## config.mk

```make
export PLATFORM = sky130hd
export DESIGN_NAME = fp32_multi_format_quantizer_unit
export DESIGN_NICKNAME = d
export VERILOG_FILES = /design/src/fp32mfq_pkg.sv /design/src/fp32_multi_format_quantizer_unit.sv
export SDC_FILE = /design/constraint.sdc
export NUM_CORES = 1
export LEC_CHECK = 0
export BUFFER_PORTS_ARGS = -buffer_cell sky130_fd_sc_hd__buf_4
export CORE_UTILIZATION = 58
export CTS_CLUSTER_DIAMETER = 100
export DETAILED_ROUTE_END_ITERATION = 12
export PLACE_DENSITY_LB_ADDON = 0.25
export SLEW_MARGIN = 10
export SYNTH_ARGS = -nofsm -noshare
export SYNTH_HDL_FRONTEND = slang
export SYNTH_SLANG_ARGS = --single-unit
```

## constraint.sdc

```tcl
create_clock -name clock -period 4.25 [get_ports clock]
set_input_delay 0.85 -clock clock [delete_from_list [all_inputs] [get_ports clock]]
set_output_delay 0.85 -clock clock [all_outputs]
set_load 0.01 [all_outputs]
```

## src/fp32mfq_pkg.sv

```systemverilog
// Package: format codes and the per-format encode/decode functions of the quantizer.
`default_nettype none
package fp32mfq_pkg;

   typedef enum logic [2:0] {
      FMT_BF16 = 3'd0,
      FMT_F16  = 3'd1,
      FMT_TF32 = 3'd2,
      FMT_E4M3 = 3'd3,
      FMT_E5M2 = 3'd4
   } format_type;

   localparam int unsigned FORMAT_WIDTH = 3;
   localparam logic [FORMAT_WIDTH-1:0] FORMAT_RESET = FMT_BF16;

   // f16 exponent rebias (127 - 15) and fp8 rebias offsets (127 - bias)
   localparam logic [7:0] F16_REBIAS  = 8'd112;
   localparam logic [7:0] F16_EXP_TOP = 8'd143;
   localparam logic [8:0] E4M3_REBIAS = 9'd120;
   localparam logic [8:0] E4M3_TOP    = 9'd135;
   localparam logic [8:0] E5M2_REBIAS = 9'd112;
   localparam logic [8:0] E5M2_TOP    = 9'd143;

   // bf16: nearest-even by add-and-truncate, 32-bit wrap
   function automatic logic [15:0] enc_bf16(input logic [31:0] x);
      logic [31:0] y;
      begin
         y = x + 32'h0000_7fff + {31'd0, x[16]};
         return y[31:16];
      end
   endfunction

   function automatic logic [31:0] enc_tf32(input logic [31:0] x);
      logic [31:0] y;
      begin
         y = x + 32'h0000_0fff + {31'd0, x[13]};
         return {y[31:13], 13'd0};
      end
   endfunction

   // f16: round half up on bit 12, carry runs into the exponent
   function automatic logic [15:0] enc_f16(input logic [31:0] x);
      logic [7:0] ef;
      logic [7:0] eb;
      begin
         ef = x[30:23];
         eb = ef - F16_REBIAS;
         if (ef <= F16_REBIAS) begin
            return {x[31], 15'd0};
         end else if (ef >= F16_EXP_TOP) begin
            return {x[31], 15'h7c00};
         end else begin
            return {x[31], eb[4:0], 10'd0} + {6'd0, x[22:13]} + {15'd0, x[12]};
         end
      end
   endfunction

   function automatic logic [31:0] dec_f16(input logic [15:0] h);
      logic [7:0] e8;
      begin
         e8 = {3'd0, h[14:10]} + F16_REBIAS;
         if (h[14:10] == 5'd0) begin
            return {h[15], 31'd0};
         end else if (h[14:10] == 5'h1f) begin
            return {h[15], 8'hff, h[9:0], 13'd0};
         end else begin
            return {h[15], e8, h[9:0], 13'd0};
         end
      end
   endfunction

   function automatic logic [7:0] enc_e4m3(input logic [31:0] x);
      logic [4:0] mant;
      logic       rnd;
      logic [8:0] t;
      logic [8:0] eo;
      begin
         rnd  = x[19] & ((x[18:0] != 19'd0) | x[20]);
         mant = {2'b01, x[22:20]} + {4'd0, rnd};
         t    = {1'b0, x[30:23]} + {8'd0, mant[4]};
         eo   = t - E4M3_REBIAS;
         if (x[30:23] == 8'd0 || t <= E4M3_REBIAS) begin
            return {x[31], 7'd0};
         end else if (t >= E4M3_TOP) begin
            return {x[31], 4'd14, 3'b111};
         end else begin
            return {x[31], eo[3:0], mant[2:0]};
         end
      end
   endfunction

   function automatic logic [7:0] enc_e5m2(input logic [31:0] x);
      logic [3:0] mant;
      logic       rnd;
      logic [8:0] t;
      logic [8:0] eo;
      begin
         rnd  = x[20] & ((x[19:0] != 20'd0) | x[21]);
         mant = {2'b01, x[22:21]} + {3'd0, rnd};
         t    = {1'b0, x[30:23]} + {8'd0, mant[3]};
         eo   = t - E5M2_REBIAS;
         if (x[30:23] == 8'd0 || t <= E5M2_REBIAS) begin
            return {x[31], 7'd0};
         end else if (t >= E5M2_TOP) begin
            return {x[31], 5'd30, 2'b11};
         end else begin
            return {x[31], eo[4:0], mant[1:0]};
         end
      end
   endfunction

   function automatic logic [31:0] dec_e4m3(input logic [7:0] b);
      logic [8:0] e9;
      begin
         e9 = {5'd0, b[6:3]} + E4M3_REBIAS;
         if (b[6:3] == 4'd0) begin
            return {b[7], 31'd0};
         end else begin
            return {b[7], e9[7:0], b[2:0], 20'd0};
         end
      end
   endfunction

   function automatic logic [31:0] dec_e5m2(input logic [7:0] b);
      logic [8:0] e9;
      begin
         e9 = {4'd0, b[6:2]} + E5M2_REBIAS;
         if (b[6:2] == 5'd0) begin
            return {b[7], 31'd0};
         end else begin
            return {b[7], e9[7:0], b[1:0], 21'd0};
         end
      end
   endfunction

endpackage
`default_nettype wire

```

## src/fp32_multi_format_quantizer_unit.sv

```systemverilog
// Top level: three-stage pipelined fp32 to bf16/f16/tf32/e4m3/e5m2 quantizer.
// Usage:
//  - csr_wr_en/csr_wr_data load the 3-bit format register (0 bf16, 1 f16,
//    2 tf32, 3 e4m3, 4 e5m2; other codes return zeros). Write it only idle.
//  - req channel: one fp32 bit pattern per transaction (req_value_bits).
//  - rsp channel: narrow code (rsp_code) and the fp32 bits of its decoded
//    value (rsp_dequant_bits), one transaction per request, in order.
// Pipeline: three register stages (input register, encode register, decode/output register).
// Throughput: one transaction per cycle while rsp_stall is low; each stage is a
// single register with its own valid bit, so bubbles close up under stall.
// Stall: when rsp_stall holds the output, upstream stages keep filling; once
// all three hold data req_stall rises. Nothing is dropped or repeated.
// Reset: synchronous, clears all valid bits and sets the format to bf16.
`default_nettype none
module fp32_multi_format_quantizer_unit
   import fp32mfq_pkg::*;
(
   input  wire logic                    clock,
   input  wire logic                    reset,
   input  wire logic                    csr_wr_en,
   input  wire logic [FORMAT_WIDTH-1:0] csr_wr_data,
   input  wire logic                    req_valid,
   output logic                         req_stall,
   input  wire logic [31:0]             req_value_bits,
   output logic                         rsp_valid,
   input  wire logic                    rsp_stall,
   output logic [31:0]                  rsp_code,
   output logic [31:0]                  rsp_dequant_bits
);

   logic [FORMAT_WIDTH-1:0] format_ff;

   logic                    s1_valid_ff, s2_valid_ff, s3_valid_ff;
   logic [31:0]             s1_x_ff;
   logic [FORMAT_WIDTH-1:0] s1_fmt_ff, s2_fmt_ff;
   logic [31:0]             s2_code_ff, s2_code_in;
   logic [31:0]             s3_code_ff, s3_deq_ff, s3_deq_in;
   logic                    en1, en2, en3;

   assign en3 = !s3_valid_ff || !rsp_stall;
   assign en2 = !s2_valid_ff || en3;
   assign en1 = !s1_valid_ff || en2;
   assign req_stall = !en1;

   always_ff @(posedge clock) begin
      if (reset) begin
         format_ff   <= FORMAT_RESET;
         s1_valid_ff <= 1'b0;
         s2_valid_ff <= 1'b0;
         s3_valid_ff <= 1'b0;
      end else begin
         if (csr_wr_en) begin
            format_ff <= csr_wr_data;
         end
         if (en1) begin
            s1_valid_ff <= req_valid;
         end
         if (en2) begin
            s2_valid_ff <= s1_valid_ff;
         end
         if (en3) begin
            s3_valid_ff <= s2_valid_ff;
         end
      end
   end

   // encode stage
   always_comb begin
      case (s1_fmt_ff)
         FMT_BF16: s2_code_in = {16'd0, enc_bf16(s1_x_ff)};
         FMT_F16:  s2_code_in = {16'd0, enc_f16(s1_x_ff)};
         FMT_TF32: s2_code_in = enc_tf32(s1_x_ff);
         FMT_E4M3: s2_code_in = {24'd0, enc_e4m3(s1_x_ff)};
         FMT_E5M2: s2_code_in = {24'd0, enc_e5m2(s1_x_ff)};
         default:  s2_code_in = 32'd0;
      endcase
   end

   // decode stage
   always_comb begin
      case (s2_fmt_ff)
         FMT_BF16: s3_deq_in = {s2_code_ff[15:0], 16'd0};
         FMT_F16:  s3_deq_in = dec_f16(s2_code_ff[15:0]);
         FMT_TF32: s3_deq_in = s2_code_ff;
         FMT_E4M3: s3_deq_in = dec_e4m3(s2_code_ff[7:0]);
         FMT_E5M2: s3_deq_in = dec_e5m2(s2_code_ff[7:0]);
         default:  s3_deq_in = 32'd0;
      endcase
   end

   always_ff @(posedge clock) begin
      if (en1) begin
         s1_x_ff   <= req_value_bits;
         s1_fmt_ff <= format_ff;
      end
      if (en2) begin
         s2_code_ff <= s2_code_in;
         s2_fmt_ff  <= s1_fmt_ff;
      end
      if (en3) begin
         s3_code_ff <= s2_code_ff;
         s3_deq_ff  <= s3_deq_in;
      end
   end

   assign rsp_valid        = s3_valid_ff;
   assign rsp_code         = s3_code_ff;
   assign rsp_dequant_bits = s3_deq_ff;

endmodule
`default_nettype wire

```

# [Yosys cells after proc, flatten, opt, wreduce, memory -nomap -nowiden]
# Cells that the tools add are included.
[word_totals] register_bits=140 word_cells=75 input_bits=40 out_inout_bits=66
[op_classes] eq_ne=9 muxes=12 addsub=16 n_bitwise=4 n_lt_le_gt_ge=6 n_reduce_logical=18
[ops] op="$pmux 32 s5" n=2
[ops] op="$mux 31" n=4
[ops] op="$add 32x1->32" n=2
[ops] op="$add 32x12->32 const B" n=1
[ops] op="$add 32x15->32 const B" n=1
[ops] op="$mux 16" n=2
[ops] op="$mux 7" n=4
[ops] op="$reduce_bool 20->1" n=1
[ops] op="$reduce_bool 19->1" n=1
[ops] op="$add 8x1->9" n=2
[ops] op="$ge 9x8->1 const B" n=2
[ops] op="$le 9x7->1 const B" n=2
[ops] op="$add 16x1->16" n=1
[ops] op="$add 16x10->16" n=1
[ops] op="$add 5x7->8 const B" n=2
[ops] op="$eq 3x2->1 const B" n=4
[ops] op="$logic_not 5->1" n=2
[ops] op="$sub 5x5->5 const B" n=2
[ops] op="$add 4x7->8 const B" n=1
[ops] op="$ge 8x8->1 const B" n=1
[ops] op="$le 8x7->1 const B" n=1
[ops] op="$logic_not 8->1" n=1
[ops] op="$eq 3x1->1 const B" n=2
[ops] op="$eq 3x3->1 const B" n=2
[ops] op="10 further kinds" n=21

# [Logic depth before layout (Yosys ltp)]
[logic_depth] depth_word=9 mapped_depth=14 depth_no_buf=12

# [Worst setup path before layout]
# OpenSTA, ideal clock, no wires.
[synth_timing] path_type="register -> register" startpoint="register s1_x_ff[19]" endpoint="register s2_code_ff[3] (data pin)" n_path_buf=1 period_less_slack_ps=2911 slack_ps=1339 path_stages_with_launch=14 arrival_ps=2761 setup_time_ps=150 cell_sequence="edfxtp_1 buf_2 nand2_1 inv_1 ha_1 ha_1 ha_1 ha_1 nor2_1 o2111ai_1 o211ai_1 or3_1 mux2_2 o211ai_2"
[synth_via] elab_chain_cells=9
[synth_lines] element="start: declaration" line_no="fp32_multi_format_quantizer_unit.sv:34" rtl="logic [31:0] s1_x_ff;"
[synth_lines] element="start signal: assignment" line_no="fp32_multi_format_quantizer_unit.sv:93" rtl="s1_x_ff <= req_value_bits;"
[synth_lines] element="$reduce_bool 20->1" line_no="fp32mfq_pkg.sv:98" rtl="rnd = x[20] & ((x[19:0] != 20'd0) | x[21]);"
[synth_lines] element="$or 1x1->1" line_no="fp32mfq_pkg.sv:98"
[synth_lines] element="$and 1x1->1" line_no="fp32mfq_pkg.sv:98"
[synth_lines] element="$add 3x1->4" line_no="fp32mfq_pkg.sv:99" rtl="mant = {2'b01, x[22:21]} + {3'd0, rnd};"
[synth_lines] element="$add 8x1->9" line_no="fp32mfq_pkg.sv:100" rtl="t = {1'b0, x[30:23]} + {8'd0, mant[3]};"
[synth_lines] element="$ge 9x8->1 (tied with other cells)" line_no="fp32mfq_pkg.sv:104" rtl="end else if (t >= E5M2_TOP) begin"
[synth_lines] element="$mux 7 or $logic_or 1x1->1 (tied branches)" line_no="fp32mfq_pkg.sv:104, fp32mfq_pkg.sv:102"
[synth_lines] element="$mux 7" line_no="fp32mfq_pkg.sv:102" rtl="if (x[30:23] == 8'd0 || t <= E5M2_REBIAS) begin"
[synth_lines] element="$pmux 32 s5 *" line_no="fp32_multi_format_quantizer_unit.sv:69" rtl="case (s1_fmt_ff)"
[synth_lines] element="net s2_code_in[3]" line_no="fp32_multi_format_quantizer_unit.sv:36" rtl="logic [31:0] s2_code_ff, s2_code_in;"
[synth_lines] element="end signal: assignment" line_no="fp32_multi_format_quantizer_unit.sv:97" rtl="s2_code_ff <= s2_code_in;"
[synth_lines] element="end: declaration" line_no="fp32_multi_format_quantizer_unit.sv:36"
# Mark *: on every way through the listed nets, which the timed path passes. The rest lies on a longest branch.
# A chain may end at the register's enable or synchronous reset.

# [Worst setup path after layout]
# Ends and elaborated chain as after synthesis.

==> impl_metrics.json <==
{
  "synth-seq-area-share_pct": 60.4,
  "yosysMostFrequentCell": "edfxtp_1",
  "worst_pin_slew_ns": 0.783,
  "firstDrtPassIters": 7,
  "cp.arrival_ns": 3.56,
  "portBuffers": 105,
  "synthToLayoutAreaGrowth_pct": 21.0,
  "min_path_type": "reg2reg",
  "end_kind": "register",
  "clock_skew_ns": 0.00526,
  "clk_pin_slew_ns": 0.06,
  "startpoint": "s1_x_ff[19]",
  "ys_warn_count": 0,
  "synth_common_cells": "edfxtp_1, nor2_1, nand2_1",
  "max-slew-margin-rel_pct": 47.6,
  "holdPathEnd": "s1_fmt_ff[0]",
  "ys_top_cells_by_area": "edfxtp_1, xnor2_1, xor2_1, nor2_1, nand2_1",
  "cts_setup_buffers": 0,
  "reg2reg_to": "s2_code_ff[3]",
  "wirelength_um": 16100,
  "cts_resized": 0,
  "dp_cells": 790,
  "diodes": 0,
  "antenna_found_initial": 0,
  "viasPerCell": 6.10,
  "crit_fanout": 11,
  "ys_ff_latch": 140,
  "async_reset_ff_share_pct": 0,
  "cts_hold_buf": 0,
  "fin_area_um2": 8290,
  "gp_congestion": 0.862,
  "nets": 717,
  "chipWidth_um": 111,
  "stdcell_count": 822,
  "clock-sinks": 140,
  "vias": 5013,
  "tns_ns": 0,
  "cts_buffers": 17,
  "grt_usage_pct": 27.0,
  "timing.hold.ws_ns": 0.442,
  "syn_inst": 567,
  "cts.path.max_buffers": 2,
  "synth_flop_cell": "edfxtp_1",
  "fin_crit_sh_pct": 77.4,
  "grt_pass1_vias": 4806,
  "setup_viol": 0,
  "htreeDepth": 4,
  "reg2reg_from": "s1_x_ff[19]",
  "first_iter_violations": 600,
  "cp-start-kind": "register",
  "clock_latency_ns": 0.42,
  "r2r_slack_ns": 0.96,
  "fillerInstances": 753,
  "core_um2": 11500,
  "crit_type": "reg2reg",
  "synth_top_area_cell": "edfxtp_1",
  "die_area_um2": 12300,
  "status": "finished, final reports clean",
  "ant_nets": 0,
  "maxCapViolations": 0,
  "syn-mean-instance-area_um2": 12.1,
  "cts_tree": "yes",
  "fp-row-count": 39,
  "fin_util_pct": 72.3,
  "place_hpwl_um": 11100,
  "hp-start": "format_ff[0]",
  "power_density_nw_per_um2": 431,
  "drc_errors": 0,
  "synth_edf_count": 134,
  "power.total_mw": 3.57,
  "synth_top_area_share_pct": 58.7,
  "wl_per_cell_um": 19.6,
  "power.leakage_nw": 3.34,
  "syn_nets": 618,
  "period_needed_ns": 3.29,
  "fmaxAchievable_ghz": 0.304,
  "grt_pass1_wl_um": 25500,
  "finalMaxSlewViolations": 0,
  "ys_types": 62,
  "setup_slack_ns": 0.961,
  "die_h_um": 111,
  "initial_utilization_pct": 59.8,
  "max-vdd-ir-drop_mv": 0.442,
  "drive_above_1_share_pct": 23.9,
  "io_pins": 106,
  "dp_slack_ns": 0.993,
  "reg2reg_depth": 12,
  "rsz0062_at_grt": "no",
  "required_ns": 4.52,
  "timing.hold.worst_path_depth": 0,
  "clockRootBuffer": "clkbuf_16",
  "hold_viol": 0,
  "grt_start_max_net_pins": 45,
  "dpl_cell_area_um2": 7720,
  "grt-ovfl-total": 0,
  "syn-cell-area_um2": 6860
}
==> worst max-delay path, cell delays in order (launching register included) <==
cell       delay (ns)
edfxtp_1         0.56
nand2_1          0.27
inv_1            0.07
ha_1             0.19
ha_1             0.20
ha_1             0.22
ha_1             0.38
nor2_1           0.08
o2111ai_1        0.18
o211ai_1         0.18
or3_1            0.39
mux2_2           0.27
o211ai_2         0.15
==> layout make-up <==
type	instances	area (um^2)	share of cell area (%)
timing repair buffer	111	833	10.0
clock buffer	17	425	5.13
sequential	140	4140	50.0
inverter	19	71.3	0.860
multi-input combinational	377	2490	30.0
clock inverter	15	150	1.81
tap	143	179	2.16
==> per-layer routing <==
layer	vias to the layer above	routed length (um)	track usage, %
met5	-	0	0
met4	0	459	13.4
met3	42	1120	5.90
met2	282	7910	43.2
met1	2366	6580	34.9
li1	2323	-	-
==> layout by cell type, fill, tap and decap left out, types with 5 or more instances in the layout <==
| cell type | n |
|---|---|
| dfxtp_1 | 6 |
| nand2_1 | 45 |
| o22ai_1 | 7 |
| a221o_1 | 6 |
| and3_1 | 9 |
| edfxtp_1 | 134 |
| or3_1 | 7 |
| ha_1 | 11 |
| a31oi_1 | 5 |
| nand4_1 | 7 |
| xor2_1 | 23 |
| buf_4 | 111 |
| mux2i_1 | 8 |
| a222oi_1 | 7 |
| inv_1 | 19 |
| nor3_1 | 11 |
| nor2b_1 | 7 |
| clkinv_2 | 5 |
| nor2_1 | 50 |
| a21oi_1 | 16 |
| nand3_1 | 22 |
| o2111ai_1 | 5 |
| o21ai_0 | 22 |
| clkbuf_16 | 17 |
| xnor2_1 | 28 |
| and2_1 | 17 |
==> state kept, by name (all words and copies together), names as in the netlist <==
signal and cells:
format_ff 3, s1_fmt_ff 3, s1_x_ff 32, s2_code_ff 32, s2_valid_ff 1, rsp_dequant_bits 32, rsp_valid 1, s1_valid_ff 1
rsp_code 32, s2_fmt_ff 3
==> worst max path at each step <==
stage / cells past startpoint / end
6_report: 12 / s2_code_ff[3]
5_1_grt: 12 / s2_code_ff[0]
4_1_cts: 12 / s2_code_ff[3]
3_5_place_dp: 12 / s2_code_ff[3]
3_3_place_gp: 12 / s2_code_ff[3]
2_1_floorplan: 13 / s2_code_ff[3]
==> where the power goes <==
part	internal, mW	switching (mW)	total (mW)
Sequential	1.64	0.123	1.77
Clock	0.860	0.566	1.43
Combinational	0.193	0.187	0.380
Total	2.70	0.875	3.57
==> cell families (layout without fill, tap and decap cells) <==
group	Yosys count	after routing	synth area share (%)
AND/OR/NAND/NOR	201	201	15.1
flip-flops	140	140	60.4
AO/OA/AOI/OAI	103	103	10.8
XOR/XNOR	51	51	6.52
buffers and inverters	50	162	3.34
adder cells (fa/ha/maj)	11	11	2.01
multiplexers	11	11	1.83
Power figures use the tool's default switching activity.
